$ cat src/qeht_pkg.sv
// Package: shared types and constants for the qualified extreme history tracker.
package qeht_pkg;

    localparam int NCHAN       = 9;
    localparam int CH_W        = 4;
    localparam int REC_W       = 16;
    localparam int CNT_W       = 4;
    localparam int LIMIT_W     = 4;
    localparam int S_TDATA_W   = 136;
    localparam int M_TDATA_W   = 24;
    localparam int QUEUE_DEPTH = 2;

    localparam logic [LIMIT_W-1:0] LIMIT_RESET = 4'd10;
    localparam logic [CNT_W-1:0]   CNT_MAX     = 4'd15;

    localparam logic FUNC_SAMPLE = 1'b0;
    localparam logic FUNC_LOAD   = 1'b1;

    localparam logic [CH_W-1:0] CH_CELL_MIN  = 4'd0;
    localparam logic [CH_W-1:0] CH_CELL_MAX  = 4'd1;
    localparam logic [CH_W-1:0] CH_TEMP_MIN  = 4'd2;
    localparam logic [CH_W-1:0] CH_TEMP_MAX  = 4'd3;
    localparam logic [CH_W-1:0] CH_DCHG_PEAK = 4'd4;
    localparam logic [CH_W-1:0] CH_CHG_PEAK  = 4'd5;
    localparam logic [CH_W-1:0] CH_CAPACITY  = 4'd6;
    localparam logic [CH_W-1:0] CH_BOARD_TMP = 4'd7;
    localparam logic [CH_W-1:0] CH_FLAGS     = 4'd8;

    typedef struct packed {
        logic [3:0]       pad;
        logic [15:0]      error_flags;
        logic [15:0]      board_temp_high;
        logic [15:0]      full_capacity;
        logic [15:0]      pack_current;
        logic [7:0]       pack_temp_high;
        logic [7:0]       pack_temp_low;
        logic [15:0]      cell_max_mv;
        logic [15:0]      cell_min_mv;
        logic [15:0]      load_value;
        logic [CH_W-1:0]  load_channel;
    } in_beat_t;

    typedef struct packed {
        logic [3:0]       pad;
        logic [REC_W-1:0] value;
        logic [CH_W-1:0]  channel;
    } out_beat_t;

    typedef struct packed {
        logic [NCHAN-1:0]            mask;
        logic [NCHAN-1:0][REC_W-1:0] value;
    } write_set_t;

endpackage

$ cat src/qualified_extreme_history_tracker.sv
// Top level: qualified extreme history tracker over nine record channels.
//
//  channel | direction | signals                      | beat contents (low bit up)
//  --------+-----------+------------------------------+-------------------------------------
//  s_      | in        | s_tvalid s_tready s_tdata    | item: sample set or record preset
//          |           | s_tuser                      | func
//  m_      | out       | m_tvalid m_tready m_tdata    | one record write
//          |           | m_tuser m_tlast              | wide_write, last_write
//  cfg_    | in        | cfg_wr_en cfg_wr_data        | persist_limit
//
// The front end takes one input beat per cycle while the queue is not full and updates
// records and counters at once. The write sequencer sends one record write per cycle while
// m_tready is high (up to 9 per item); the write-set queue holds QUEUE_DEPTH sets beyond the one
// being sent. Items causing no write, including presets, never enter the queue.
// Synchronous active-low reset clears records, counters and the queue; limit returns to 10.
// A stalled m_ side only backs up the queue; s_tready drops when the queue is full.
module qualified_extreme_history_tracker #(
    parameter int QUEUE_DEPTH = qeht_pkg::QUEUE_DEPTH
) (
    input  logic                               aclk,
    input  logic                               aresetn,
    input  logic                               cfg_wr_en,
    input  logic [qeht_pkg::LIMIT_W-1:0]       cfg_wr_data,   // persist_limit
    input  logic                               s_tvalid,
    output logic                               s_tready,
    // load_channel, load_value, cell_min_mv, cell_max_mv, pack_temp_low, pack_temp_high,
    // pack_current, full_capacity, board_temp_high, error_flags, zero pad
    input  logic [qeht_pkg::S_TDATA_W-1:0]     s_tdata,
    input  logic                               s_tuser,       // func
    output logic                               m_tvalid,
    input  logic                               m_tready,
    output logic [qeht_pkg::M_TDATA_W-1:0]     m_tdata,       // channel, value, zero pad
    output logic                               m_tuser,       // wide_write
    output logic                               m_tlast        // last_write
);
    import qeht_pkg::*;

    write_set_t push_set;
    write_set_t q_head;
    logic       push;
    logic       pop;
    logic       q_empty;
    logic       q_full;

    qeht_front u_front (
        .aclk        (aclk),
        .aresetn     (aresetn),
        .cfg_wr_en   (cfg_wr_en),
        .cfg_wr_data (cfg_wr_data),
        .s_tvalid    (s_tvalid),
        .s_tready    (s_tready),
        .s_tdata     (s_tdata),
        .s_tuser     (s_tuser),
        .push        (push),
        .push_set    (push_set),
        .q_full      (q_full)
    );

    qeht_queue #(
        .DEPTH (QUEUE_DEPTH)
    ) u_queue (
        .aclk     (aclk),
        .aresetn  (aresetn),
        .push     (push),
        .push_set (push_set),
        .pop      (pop),
        .head     (q_head),
        .empty    (q_empty),
        .full     (q_full)
    );

    qeht_back u_back (
        .aclk     (aclk),
        .aresetn  (aresetn),
        .q_head   (q_head),
        .q_empty  (q_empty),
        .pop      (pop),
        .m_tvalid (m_tvalid),
        .m_tready (m_tready),
        .m_tdata  (m_tdata),
        .m_tuser  (m_tuser),
        .m_tlast  (m_tlast)
    );

endmodule

$ cat src/qeht_front.sv
// Front end: accepts beats, qualifies samples, updates records and counters, queues writes.
module qeht_front (
    input  logic                               aclk,
    input  logic                               aresetn,
    input  logic                               cfg_wr_en,
    input  logic [qeht_pkg::LIMIT_W-1:0]       cfg_wr_data,
    input  logic                               s_tvalid,
    output logic                               s_tready,
    input  logic [qeht_pkg::S_TDATA_W-1:0]     s_tdata,
    input  logic                               s_tuser,
    output logic                               push,
    output qeht_pkg::write_set_t               push_set,
    input  logic                               q_full
);
    import qeht_pkg::*;

    in_beat_t                      beat;
    logic [NCHAN-1:0][REC_W-1:0]   rec_reg, rec_next;
    logic [NCHAN-1:0][CNT_W-1:0]   cnt_reg, cnt_next;
    logic [LIMIT_W-1:0]            limit_reg, limit_next;
    logic [NCHAN-1:0][REC_W-1:0]   samp;
    logic [NCHAN-1:0]              qual;
    logic [NCHAN-1:0][CNT_W-1:0]   cnt_inc;
    logic [NCHAN-1:0]              wr;
    logic                          accept;
    logic                          is_sample;
    logic                          is_load;

    assign beat      = in_beat_t'(s_tdata);
    assign s_tready  = !q_full;
    assign accept    = s_tvalid && s_tready;
    assign is_sample = accept && (s_tuser == FUNC_SAMPLE);
    assign is_load   = accept && (s_tuser == FUNC_LOAD);

    always_comb begin
        samp[CH_CELL_MIN]  = beat.cell_min_mv;
        samp[CH_CELL_MAX]  = beat.cell_max_mv;
        samp[CH_TEMP_MIN]  = {8'h00, beat.pack_temp_low};
        samp[CH_TEMP_MAX]  = {8'h00, beat.pack_temp_high};
        samp[CH_DCHG_PEAK] = beat.pack_current;
        samp[CH_CHG_PEAK]  = beat.pack_current;
        samp[CH_CAPACITY]  = beat.full_capacity;
        samp[CH_BOARD_TMP] = beat.board_temp_high;
        samp[CH_FLAGS]     = beat.error_flags;
    end

    always_comb begin
        qual[CH_CELL_MIN]  = samp[CH_CELL_MIN] < rec_reg[CH_CELL_MIN];
        qual[CH_CELL_MAX]  = samp[CH_CELL_MAX] > rec_reg[CH_CELL_MAX];
        qual[CH_TEMP_MIN]  = samp[CH_TEMP_MIN] < rec_reg[CH_TEMP_MIN];
        qual[CH_TEMP_MAX]  = samp[CH_TEMP_MAX] > rec_reg[CH_TEMP_MAX];
        qual[CH_DCHG_PEAK] = ($signed(samp[CH_DCHG_PEAK]) < $signed(rec_reg[CH_DCHG_PEAK]))
                             && samp[CH_DCHG_PEAK][REC_W-1];
        qual[CH_CHG_PEAK]  = ($signed(samp[CH_CHG_PEAK]) > $signed(rec_reg[CH_CHG_PEAK]))
                             && !samp[CH_CHG_PEAK][REC_W-1] && (samp[CH_CHG_PEAK] != '0);
        qual[CH_CAPACITY]  = samp[CH_CAPACITY] > rec_reg[CH_CAPACITY];
        qual[CH_BOARD_TMP] = samp[CH_BOARD_TMP] > rec_reg[CH_BOARD_TMP];
        qual[CH_FLAGS]     = samp[CH_FLAGS] != rec_reg[CH_FLAGS];
    end

    always_comb begin
        for (int i = 0; i < NCHAN; i++) begin
            cnt_inc[i] = (cnt_reg[i] == CNT_MAX) ? CNT_MAX : cnt_reg[i] + 1'b1;
            wr[i]      = qual[i] && (cnt_inc[i] > limit_reg);
        end
    end

    always_comb begin
        rec_next   = rec_reg;
        cnt_next   = cnt_reg;
        limit_next = cfg_wr_en ? cfg_wr_data : limit_reg;
        if (is_sample) begin
            for (int i = 0; i < NCHAN; i++) begin
                if (!qual[i] || wr[i]) begin
                    cnt_next[i] = '0;
                end else begin
                    cnt_next[i] = cnt_inc[i];
                end
                if (wr[i]) begin
                    rec_next[i] = samp[i];
                end
            end
        end
        if (is_load) begin
            for (int i = 0; i < NCHAN; i++) begin
                if (beat.load_channel == CH_W'(i)) begin
                    if (beat.load_channel == CH_TEMP_MIN || beat.load_channel == CH_TEMP_MAX) begin
                        rec_next[i] = {8'h00, beat.load_value[7:0]};
                    end else begin
                        rec_next[i] = beat.load_value;
                    end
                end
            end
        end
    end

    assign push           = is_sample && (|wr);
    assign push_set.mask  = wr;
    assign push_set.value = samp;

    always_ff @(posedge aclk) begin
        if (!aresetn) begin
            rec_reg   <= '0;
            cnt_reg   <= '0;
            limit_reg <= LIMIT_RESET;
        end else begin
            rec_reg   <= rec_next;
            cnt_reg   <= cnt_next;
            limit_reg <= limit_next;
        end
    end

`ifndef ASSERT_OFF
    a_load_keeps_counters: assert property (@(posedge aclk) disable iff (!aresetn)
        is_load |=> $stable(cnt_reg))
        else $error("counters changed on a load beat");
    a_flag_write_updates: assert property (@(posedge aclk) disable iff (!aresetn)
        (is_sample && wr[CH_FLAGS]) |=> (rec_reg[CH_FLAGS] == $past(beat.error_flags)))
        else $error("flag record not updated after write");
`endif

endmodule

$ cat src/qeht_queue.sv
// Write-set queue: short FIFO between front end and write sequencer.
module qeht_queue #(
    parameter int DEPTH = qeht_pkg::QUEUE_DEPTH
) (
    input  logic                  aclk,
    input  logic                  aresetn,
    input  logic                  push,
    input  qeht_pkg::write_set_t  push_set,
    input  logic                  pop,
    output qeht_pkg::write_set_t  head,
    output logic                  empty,
    output logic                  full
);
    import qeht_pkg::*;

    localparam int PTR_W = (DEPTH > 1) ? $clog2(DEPTH) : 1;
    localparam int CNT_Q = $clog2(DEPTH + 1);

    write_set_t        mem_reg [DEPTH];
    logic [PTR_W-1:0]  wr_ptr_reg, wr_ptr_next;
    logic [PTR_W-1:0]  rd_ptr_reg, rd_ptr_next;
    logic [CNT_Q-1:0]  count_reg, count_next;
    logic              do_push;
    logic              do_pop;

    assign empty   = (count_reg == '0);
    assign full    = (count_reg == CNT_Q'(DEPTH));
    assign head    = mem_reg[rd_ptr_reg];
    assign do_push = push && !full;
    assign do_pop  = pop && !empty;

    always_comb begin
        wr_ptr_next = wr_ptr_reg;
        rd_ptr_next = rd_ptr_reg;
        count_next  = count_reg;
        if (do_push) begin
            wr_ptr_next = (wr_ptr_reg == PTR_W'(DEPTH - 1)) ? '0 : wr_ptr_reg + 1'b1;
        end
        if (do_pop) begin
            rd_ptr_next = (rd_ptr_reg == PTR_W'(DEPTH - 1)) ? '0 : rd_ptr_reg + 1'b1;
        end
        if (do_push && !do_pop) begin
            count_next = count_reg + 1'b1;
        end else if (do_pop && !do_push) begin
            count_next = count_reg - 1'b1;
        end
    end

    always_ff @(posedge aclk) begin
        if (!aresetn) begin
            wr_ptr_reg <= '0;
            rd_ptr_reg <= '0;
            count_reg  <= '0;
        end else begin
            wr_ptr_reg <= wr_ptr_next;
            rd_ptr_reg <= rd_ptr_next;
            count_reg  <= count_next;
        end
    end

    always_ff @(posedge aclk) begin
        if (do_push) begin
            mem_reg[wr_ptr_reg] <= push_set;
        end
    end

`ifndef ASSERT_OFF
    a_no_overflow: assert property (@(posedge aclk) disable iff (!aresetn)
        push |-> !full)
        else $error("push into full queue");
    a_count_bound: assert property (@(posedge aclk) disable iff (!aresetn)
        count_reg <= CNT_Q'(DEPTH))
        else $error("queue count beyond depth");
`endif

endmodule

$ cat src/qeht_back.sv
// Write sequencer: drains queued write sets one channel per beat in channel order.
module qeht_back (
    input  logic                              aclk,
    input  logic                              aresetn,
    input  qeht_pkg::write_set_t              q_head,
    input  logic                              q_empty,
    output logic                              pop,
    output logic                              m_tvalid,
    input  logic                              m_tready,
    output logic [qeht_pkg::M_TDATA_W-1:0]    m_tdata,
    output logic                              m_tuser,
    output logic                              m_tlast
);
    import qeht_pkg::*;

    logic [NCHAN-1:0]              work_mask_reg, work_mask_next;
    logic [NCHAN-1:0][REC_W-1:0]   work_value_reg, work_value_next;
    logic                          out_valid_reg, out_valid_next;
    out_beat_t                     out_beat_reg, out_beat_next;
    logic                          out_wide_reg, out_wide_next;
    logic                          out_last_reg, out_last_next;
    logic [CH_W-1:0]               sel;
    logic [NCHAN-1:0]              rest;
    logic                          load_out;
    logic                          have_work;
    logic                          emit;

    assign load_out  = !out_valid_reg || m_tready;
    assign have_work = |work_mask_reg;
    assign emit      = load_out && have_work;

    always_comb begin
        sel = '0;
        for (int i = NCHAN - 1; i >= 0; i--) begin
            if (work_mask_reg[i]) begin
                sel = CH_W'(i);
            end
        end
        rest      = work_mask_reg;
        rest[sel] = 1'b0;
    end

    assign pop = !q_empty && (!have_work || (emit && (rest == '0)));

    always_comb begin
        work_mask_next  = work_mask_reg;
        work_value_next = work_value_reg;
        out_valid_next  = out_valid_reg;
        out_beat_next   = out_beat_reg;
        out_wide_next   = out_wide_reg;
        out_last_next   = out_last_reg;
        if (pop) begin
            work_mask_next  = q_head.mask;
            work_value_next = q_head.value;
        end else if (emit) begin
            work_mask_next  = rest;
        end
        if (emit) begin
            out_valid_next        = 1'b1;
            out_beat_next.pad     = '0;
            out_beat_next.channel = sel;
            out_beat_next.value   = work_value_reg[sel];
            out_wide_next         = !(sel == CH_TEMP_MIN || sel == CH_TEMP_MAX);
            out_last_next         = (rest == '0);
        end else if (m_tready) begin
            out_valid_next = 1'b0;
        end
    end

    always_ff @(posedge aclk) begin
        if (!aresetn) begin
            work_mask_reg <= '0;
            out_valid_reg <= 1'b0;
        end else begin
            work_mask_reg <= work_mask_next;
            out_valid_reg <= out_valid_next;
        end
    end

    always_ff @(posedge aclk) begin
        work_value_reg <= work_value_next;
        out_beat_reg   <= out_beat_next;
        out_wide_reg   <= out_wide_next;
        out_last_reg   <= out_last_next;
    end

    assign m_tvalid = out_valid_reg;
    assign m_tdata  = out_beat_reg;
    assign m_tuser  = out_wide_reg;
    assign m_tlast  = out_last_reg;

`ifndef ASSERT_OFF
    a_pop_nonempty: assert property (@(posedge aclk) disable iff (!aresetn)
        pop |-> !q_empty)
        else $error("pop from empty queue");
    a_more_after_not_last: assert property (@(posedge aclk) disable iff (!aresetn)
        (emit && (rest != '0)) |=> have_work)
        else $error("write set dropped before its last beat");
`endif

endmodule
$ cat config.mk
export PLATFORM = sky130hd
export DESIGN_NAME = qualified_extreme_history_tracker
export DESIGN_NICKNAME = d
export VERILOG_FILES = /design/src/qeht_pkg.sv /design/src/qualified_extreme_history_tracker.sv /design/src/qeht_front.sv /design/src/qeht_queue.sv /design/src/qeht_back.sv
export SDC_FILE = /design/constraint.sdc
export NUM_CORES = 1
export LEC_CHECK = 0
export ABC_CLOCK_PERIOD_IN_PS = 11900
export BUFFER_PORTS_ARGS = -buffer_cell sky130_fd_sc_hd__buf_2
export CAP_MARGIN = 0
export CORE_MARGIN = 4
export CORE_UTILIZATION = 47
export DETAILED_ROUTE_END_ITERATION = 10
export GPL_TIMING_DRIVEN = 0
export PLACE_DENSITY = 0.68
export SLEW_MARGIN = 20
export SYNTH_ARGS = -nofsm -noshare
export SYNTH_HDL_FRONTEND = slang
export SYNTH_HIERARCHICAL = 1
export SYNTH_SLANG_ARGS = --single-unit
$ cat constraint.sdc
create_clock -name aclk -period 11.9 [get_ports aclk]
set_input_delay 0.595 -clock aclk [delete_from_list [all_inputs] [get_ports aclk]]
set_output_delay 0.595 -clock aclk [all_outputs]
set_load 0.005 [all_outputs]
==> impl_metrics.env, run 1 <==
export IMPL_path_cells="inv_1, ha_1, nand4_1, or3_1, a31oi_2, o31ai_2, nor2_1, nor4_1, a41oi_1, inv_1, nor3_4, buf_8, buf_6, buf_8"
export IMPL_gp_congestion=0.9310
export IMPL_fin_tns_setup_ps=0
export IMPL_fin_skew_ps=21.74
export IMPL_status="complete, no violations"
export IMPL_finalPower_w=0.007906
export IMPL_largest_reg_flops=306
export IMPL_synthTopCellsByCount="edfxtp_1 (472), dfxtp_1 (199), ha_1 (155)"
export IMPL_cap_violations=0
export IMPL_clk_latency_ps=620
export IMPL_drt_wl_total_mm=87.43
export IMPL_antenna_left=0
export IMPL_synth_cells=2568
export IMPL_yosysWarnings=6
export IMPL_hold_viol=0
export IMPL_grt_busiest_layer="met2"
export IMPL_wire_per_inst_um=23.17
export IMPL_die_area_um2=72050
export IMPL_via_per_inst=5.698
export IMPL_grt_util_met3_pct=4.270
export IMPL_port_buffers=156
export IMPL_synthTopCellsByArea="edfxtp_1 (44%), dfxtp_1 (12%), ha_1 (6.1%)"
export IMPL_htreeDepth=3
export IMPL_grt_pass1_vias=21190
export IMPL_tightest_slew_ps=1127
export IMPL_core_area_um2=67160
export IMPL_dp_slack_ps=7060
export IMPL_power_density_nw_per_um2=216.4
export IMPL_dp_hpwl_mm=64.75
export IMPL_cpPeakStageDelay_ps=690
export IMPL_critPathTopFamily="simple AND/OR/NAND/NOR gates"
export IMPL_synthArstFlopShare_pct=0
export IMPL_rsz0062_at_grt="no"
export IMPL_grt_use_total_pct=23.82
export IMPL_critical_path_required_ps=12210
export IMPL_startpoint_type="flip-flop"
export IMPL_syn_area_um2=31870
export IMPL_use_met1_pct=31.87
export IMPL_clkTransAtPathRegs_ps=60
export IMPL_max_clock_path_buffers=3
export IMPL_grt_overflow=0
export IMPL_fp_dieW_um=268.4
export IMPL_vdd_ir_drop_max_v=0.0001467
export IMPL_ys_seq_area_share_pct=56.97
export IMPL_drt_iter0_markers=2120
export IMPL_holdWs_ps=212.5
export IMPL_hp_class="in2reg"
export IMPL_period_share_pct=37.85
export IMPL_start_util_pct=47.46
export IMPL_rows=95
export IMPL_power_leakage_nw=13.95
export IMPL_period_minus_slack_ps=4504
export IMPL_clock_sinks=671
export IMPL_slowest_stage="nor3_4"
export IMPL_setup_viol=0
export IMPL_cts_buffers=72
export IMPL_nets=3134
export IMPL_cts_tree="done"
export IMPL_hold_buffers=0
export IMPL_root_buffer="clkbuf_16"
export IMPL_met2_usage_pct=38.21
export IMPL_path_class="reg2reg"
export IMPL_yosys_most_used_dff="edfxtp_1"
export IMPL_grt_pass1_wl_mm=128.5
export IMPL_synth_edff_count=472
export IMPL_synth_avg_cell_area_um2=12.41
export IMPL_die_h_um=268.4
export IMPL_setup_slack_ps=7396
export IMPL_max_freq_mhz=222.0
export IMPL_vias=21500
export IMPL_slew_viol_final=0
export IMPL_grt_antenna_before_repair=15
export IMPL_fill_cells=5544
export IMPL_synth_seq_cells=671
export IMPL_worst_path_max_fanout=14
export IMPL_synth_area_leader_cell="edfxtp_1"
export IMPL_multi_input_area_um2=11500
export IMPL_grt_start_max_net_pins=47
export IMPL_syn_to_final_growth_pct=14.59
export IMPL_synth_most_common_cell="edfxtp_1"
export IMPL_pin_count=174
export IMPL_worstPathArrival_ps=4810
export IMPL_end_kind="flip-flop"
export IMPL_ys_types=87
export IMPL_first_pass_iters=10
export IMPL_route_detailed_drc=0
export IMPL_drive_above_1_share_pct=22.89
export IMPL_seq_area_um2=18160
export IMPL_worst_path_buf_inv=5
export IMPL_cts_setup_buffers=0
export IMPL_synth_top_area_share_pct=44.47
export IMPL_relSlewSlack_pct=24.69
export IMPL_ctsResizeCount=0
metrics by stage:
stage	cell area [um2]	util, %	cells
2_1_floorplan	31940	-	2586
3_3_place_gp	33810	50.35	3615
3_5_place_dp	34130	50.82	3632
4_1_cts	36510	54.36	3765
5_1_grt	36510	54.37	3767
6_report	36530	54.39	3773
power by group:
part	leakage (nW)	total [W]	internal, W	switching [W]
Combinational	6.89	0.00239	0.000792	0.00160
Sequential	5.91	0.00327	0.00310	0.000168
Clock	1.14	0.00224	0.00130	0.000941
path summary, 6_finish.rpt:
kind / from / endpoint / slack (ps) / cells past startpoint
setup reg to reg: u_front/rec_reg[127] / u_queue/mem_reg[0][96] / 7400 / 14
hold reg to reg: u_front/rec_reg[41] / u_front/rec_reg[41] / 460 / 1
hold / removal: cfg_wr_data[1] / u_front/limit_reg[1] / 210 / 3
setup / recovery: u_front/rec_reg[127] / u_queue/mem_reg[0][96] / 7400 / 14
layout make-up:
type                       count  area share (%)
antenna                        8         0.05481
timing repair buffer         173           2.949
buffer                       265           4.792
clock inverter                44           1.189
sequential                   671           49.71
inverter                     147           1.511
clock buffer                  89           5.309
multi-input combinational   1503           31.49
tap                          873           2.990
worst min-delay path, cell delays in order:
cell and delay, ps:
buf_2 80, nand2_1 50, o211ai_1 60
cell families after synthesis:
family,Yosys count,synth area share [%]
buffers and inverters,412,7.215
flip-flops,671,56.97
other,2,0.02356
XOR/XNOR,20,0.5496
AND/OR/NAND/NOR,483,7.611
AO/OA/AOI/OAI,533,10.89
multiplexers,292,10.66
adder cells (fa/ha/maj),155,6.084
layout by cell type (no fill, tap or decap), types with 18 or more instances in the layout:
master / Yosys / routed
dfxtp_1: 199 / 199
ha_1: 155 / 155
a22oi_1: 34 / 34
conb_1: 2 / 20
mux2i_1: 132 / 132
nand3_1: 66 / 66
clkbuf_16: 0 / 75
mux2_4: 70 / 70
nand2b_1: 18 / 18
o21ai_0: 153 / 153
o211ai_1: 26 / 26
nor2_1: 139 / 139
mux2_2: 85 / 85
a21oi_1: 145 / 145
and2_1: 23 / 23
a31oi_1: 20 / 20
buf_4: 153 / 153
clkbuf_1: 60 / 73
nand4_1: 22 / 22
buf_2: 26 / 183
inv_1: 147 / 147
nor4_1: 22 / 22
nand2_1: 107 / 106
edfxtp_1: 472 / 472
per-layer routing:
metal,vias to the layer above,wire (um)
met3,190,6673
met4,10,3748
li1,9924,-
met2,821,40790
met5,-,69
met1,10550,36140
(Power assumes the default switching activity.)
==> inputs of run 2 (changes only) <==
ABC_CLOCK_PERIOD_IN_PS = 4700   (was 11900)
clock period = 4.7 ns   (was 11.9 ns; I/O delays follow)
==> impl_metrics.env, run 2 (synthesis results as in run 1) <==
export IMPL_worstPathArrival_ps=4720
export IMPL_die_area_um2=72050
export IMPL_cts_setup_buffers=0
export IMPL_first_pass_iters=9
export IMPL_grt_pass1_wl_mm=130.4
export IMPL_drt_wl_total_mm=88.58
export IMPL_worst_path_max_fanout=15
export IMPL_fill_cells=5479
export IMPL_grt_overflow=0
export IMPL_worst_path_buf_inv=6
export IMPL_critical_path_required_ps=5010
export IMPL_grt_use_total_pct=24.08
export IMPL_die_h_um=268.4
export IMPL_period_minus_slack_ps=4415
export IMPL_antenna_left=0
export IMPL_relSlewSlack_pct=20.59
export IMPL_holdWs_ps=40.62
export IMPL_largest_reg_flops=306
export IMPL_grt_start_max_net_pins=82
export IMPL_vias=22000
export IMPL_vdd_ir_drop_max_v=0.0005253
export IMPL_slowest_stage="nor3_4"
export IMPL_cts_tree="done"
export IMPL_multi_input_area_um2=11600
export IMPL_power_density_nw_per_um2=533.7
export IMPL_mostFrequentLayoutCell="edfxtp_1"
export IMPL_grt_antenna_before_repair=14
export IMPL_hold_buffers=92
export IMPL_start_util_pct=47.46
export IMPL_clkTransAtPathRegs_ps=60
export IMPL_fin_skew_ps=23.99
export IMPL_gp_congestion=0.9085
export IMPL_core_area_um2=67160
export IMPL_crit_start="u_front/rec_reg[127]"
export IMPL_ctsResizeCount=0
export IMPL_drt_iter0_markers=2115
export IMPL_worst_path_stages=15
export IMPL_status="complete, no violations"
export IMPL_fp_dieW_um=268.4
export IMPL_seq_area_um2=18160
export IMPL_path_class="reg2reg"
export IMPL_r2r_end="u_queue/mem_reg[0][73]"
export IMPL_drive_above_1_share_pct=22.71
export IMPL_fin_tns_setup_ps=0
export IMPL_root_buffer="clkbuf_16"
export IMPL_path_cells="inv_1, ha_1, nand4_1, or3_1, a31oi_2, o31ai_2, nor2_1, nor4_1, a41oi_2, inv_2, nor3_4, buf_8, buf_8, buf_8, buf_8"
export IMPL_slew_viol_final=0
export IMPL_cap_violations=0
export IMPL_cpPeakStageDelay_ps=600
export IMPL_setup_viol=0
export IMPL_end_kind="flip-flop"
export IMPL_pin_count=174
export IMPL_dp_hpwl_mm=64.17
export IMPL_critPathMostFrequentCell="buf_8"
export IMPL_critPathTopFamily="simple AND/OR/NAND/NOR gates"
export IMPL_hp_class="in2reg"
export IMPL_r2r_cells=15
export IMPL_period_share_pct=93.94
export IMPL_layout_common_cells="edfxtp_1 (472), dfxtp_1 (193), buf_2 (182)"
export IMPL_max_freq_mhz=226.5
export IMPL_max_clock_path_buffers=3
export IMPL_syn_to_final_growth_pct=17.67
export IMPL_hold_viol=0
export IMPL_htreeDepth=3
export IMPL_nets=3223
export IMPL_port_buffers=156
export IMPL_reg2reg_slack_ps=280
export IMPL_route_detailed_drc=0
export IMPL_r2r_start="u_front/rec_reg[127]"
export IMPL_power_leakage_nw=14.33
export IMPL_clock_sinks=671
export IMPL_startpoint_type="flip-flop"
export IMPL_clk_latency_ps=620
export IMPL_endpoint="u_queue/mem_reg[0][73]"
export IMPL_cts_buffers=71
export IMPL_rows=95
export IMPL_grt_pass1_vias=21920
export IMPL_via_per_inst=5.701
export IMPL_tightest_slew_ps=1189
export IMPL_rsz0062_at_grt="no"
export IMPL_wire_per_inst_um=22.95
run 2: layout make-up:
| cell class | instances | area share [%] |
|---|---|---|
| clock inverters | 45 | 1.264 |
| repair buffers | 263 | 5.304 |
| inverters | 147 | 1.471 |
| flip-flops and latches | 671 | 48.43 |
| multi-input cells | 1503 | 30.92 |
| diodes | 9 | 0.06005 |
| plain buffers | 265 | 4.697 |
| clock buffers | 83 | 4.940 |
| well taps | 873 | 2.912 |
run 2: per-stage QoR:
step / util (%) / setup WS [ps] / power (W) / instance area, um2 / instances
6_report: 55.85 / 284.7 / 0.02002 / 37510 / 3859
5_1_grt: 55.83 / 106.2 / 0.02073 / 37500 / 3855
4_1_cts: 55.82 / 324.2 / 0.02003 / 37480 / 3850
3_5_place_dp: 50.98 / 354.4 / 0.01434 / 34240 / 3630
3_3_place_gp: 50.53 / -4180 / 0.01425 / 33940 / 3615
2_1_floorplan: - / -1322 / 0.01180 / 32060 / 2586
run 2: how the worst min path moves through the flow:
| stage | startpoint | endpoint | slack [ps] | cells past startpoint |
|---|---|---|---|---|
| after floorplan | aresetn | u_queue/wr_ptr_reg | 350 | 1 |
| after global placement | u_front/rec_reg[62] | u_front/rec_reg[62] | 440 | 1 |
| after detailed placement | u_front/rec_reg[63] | u_front/rec_reg[63] | 440 | 1 |
| after CTS | s_tdata[129] | u_queue/mem_reg[0][141] | 8 | 2 |
| after global routing | s_tdata[125] | u_queue/mem_reg[0][137] | 30 | 2 |
| final | cfg_wr_en | u_front/limit_reg[3] | 40 | 2 |
run 2: report_power, final:
part           switching, W  internal, W  leakage (nW)
clock               0.00233      0.00328          1.13
sequential         0.000418      0.00786          5.92
combinational       0.00411      0.00202          7.28
run 2: worst register-to-register path: stages, from the launching register on:
cell and delay, ps:
dfxtp_1 330, inv_1 60, ha_1 310, nand4_1 150, or3_1 430, a31oi_2 180, o31ai_2 200, nor2_1 540
nor4_1 160, a41oi_2 220, inv_2 80, nor3_4 600, buf_8 250, buf_8 190, buf_8 200, buf_8 200
run 2: metal layers:
layer  share of wire (%)  GRT usage, %  vias up
met5               0.046             0        -
met4                 4.5         11.09        6
met3                 7.1         3.796      200
met2                  47         39.69      902
met1                  41         31.60    10800
li1                    -             -    10090
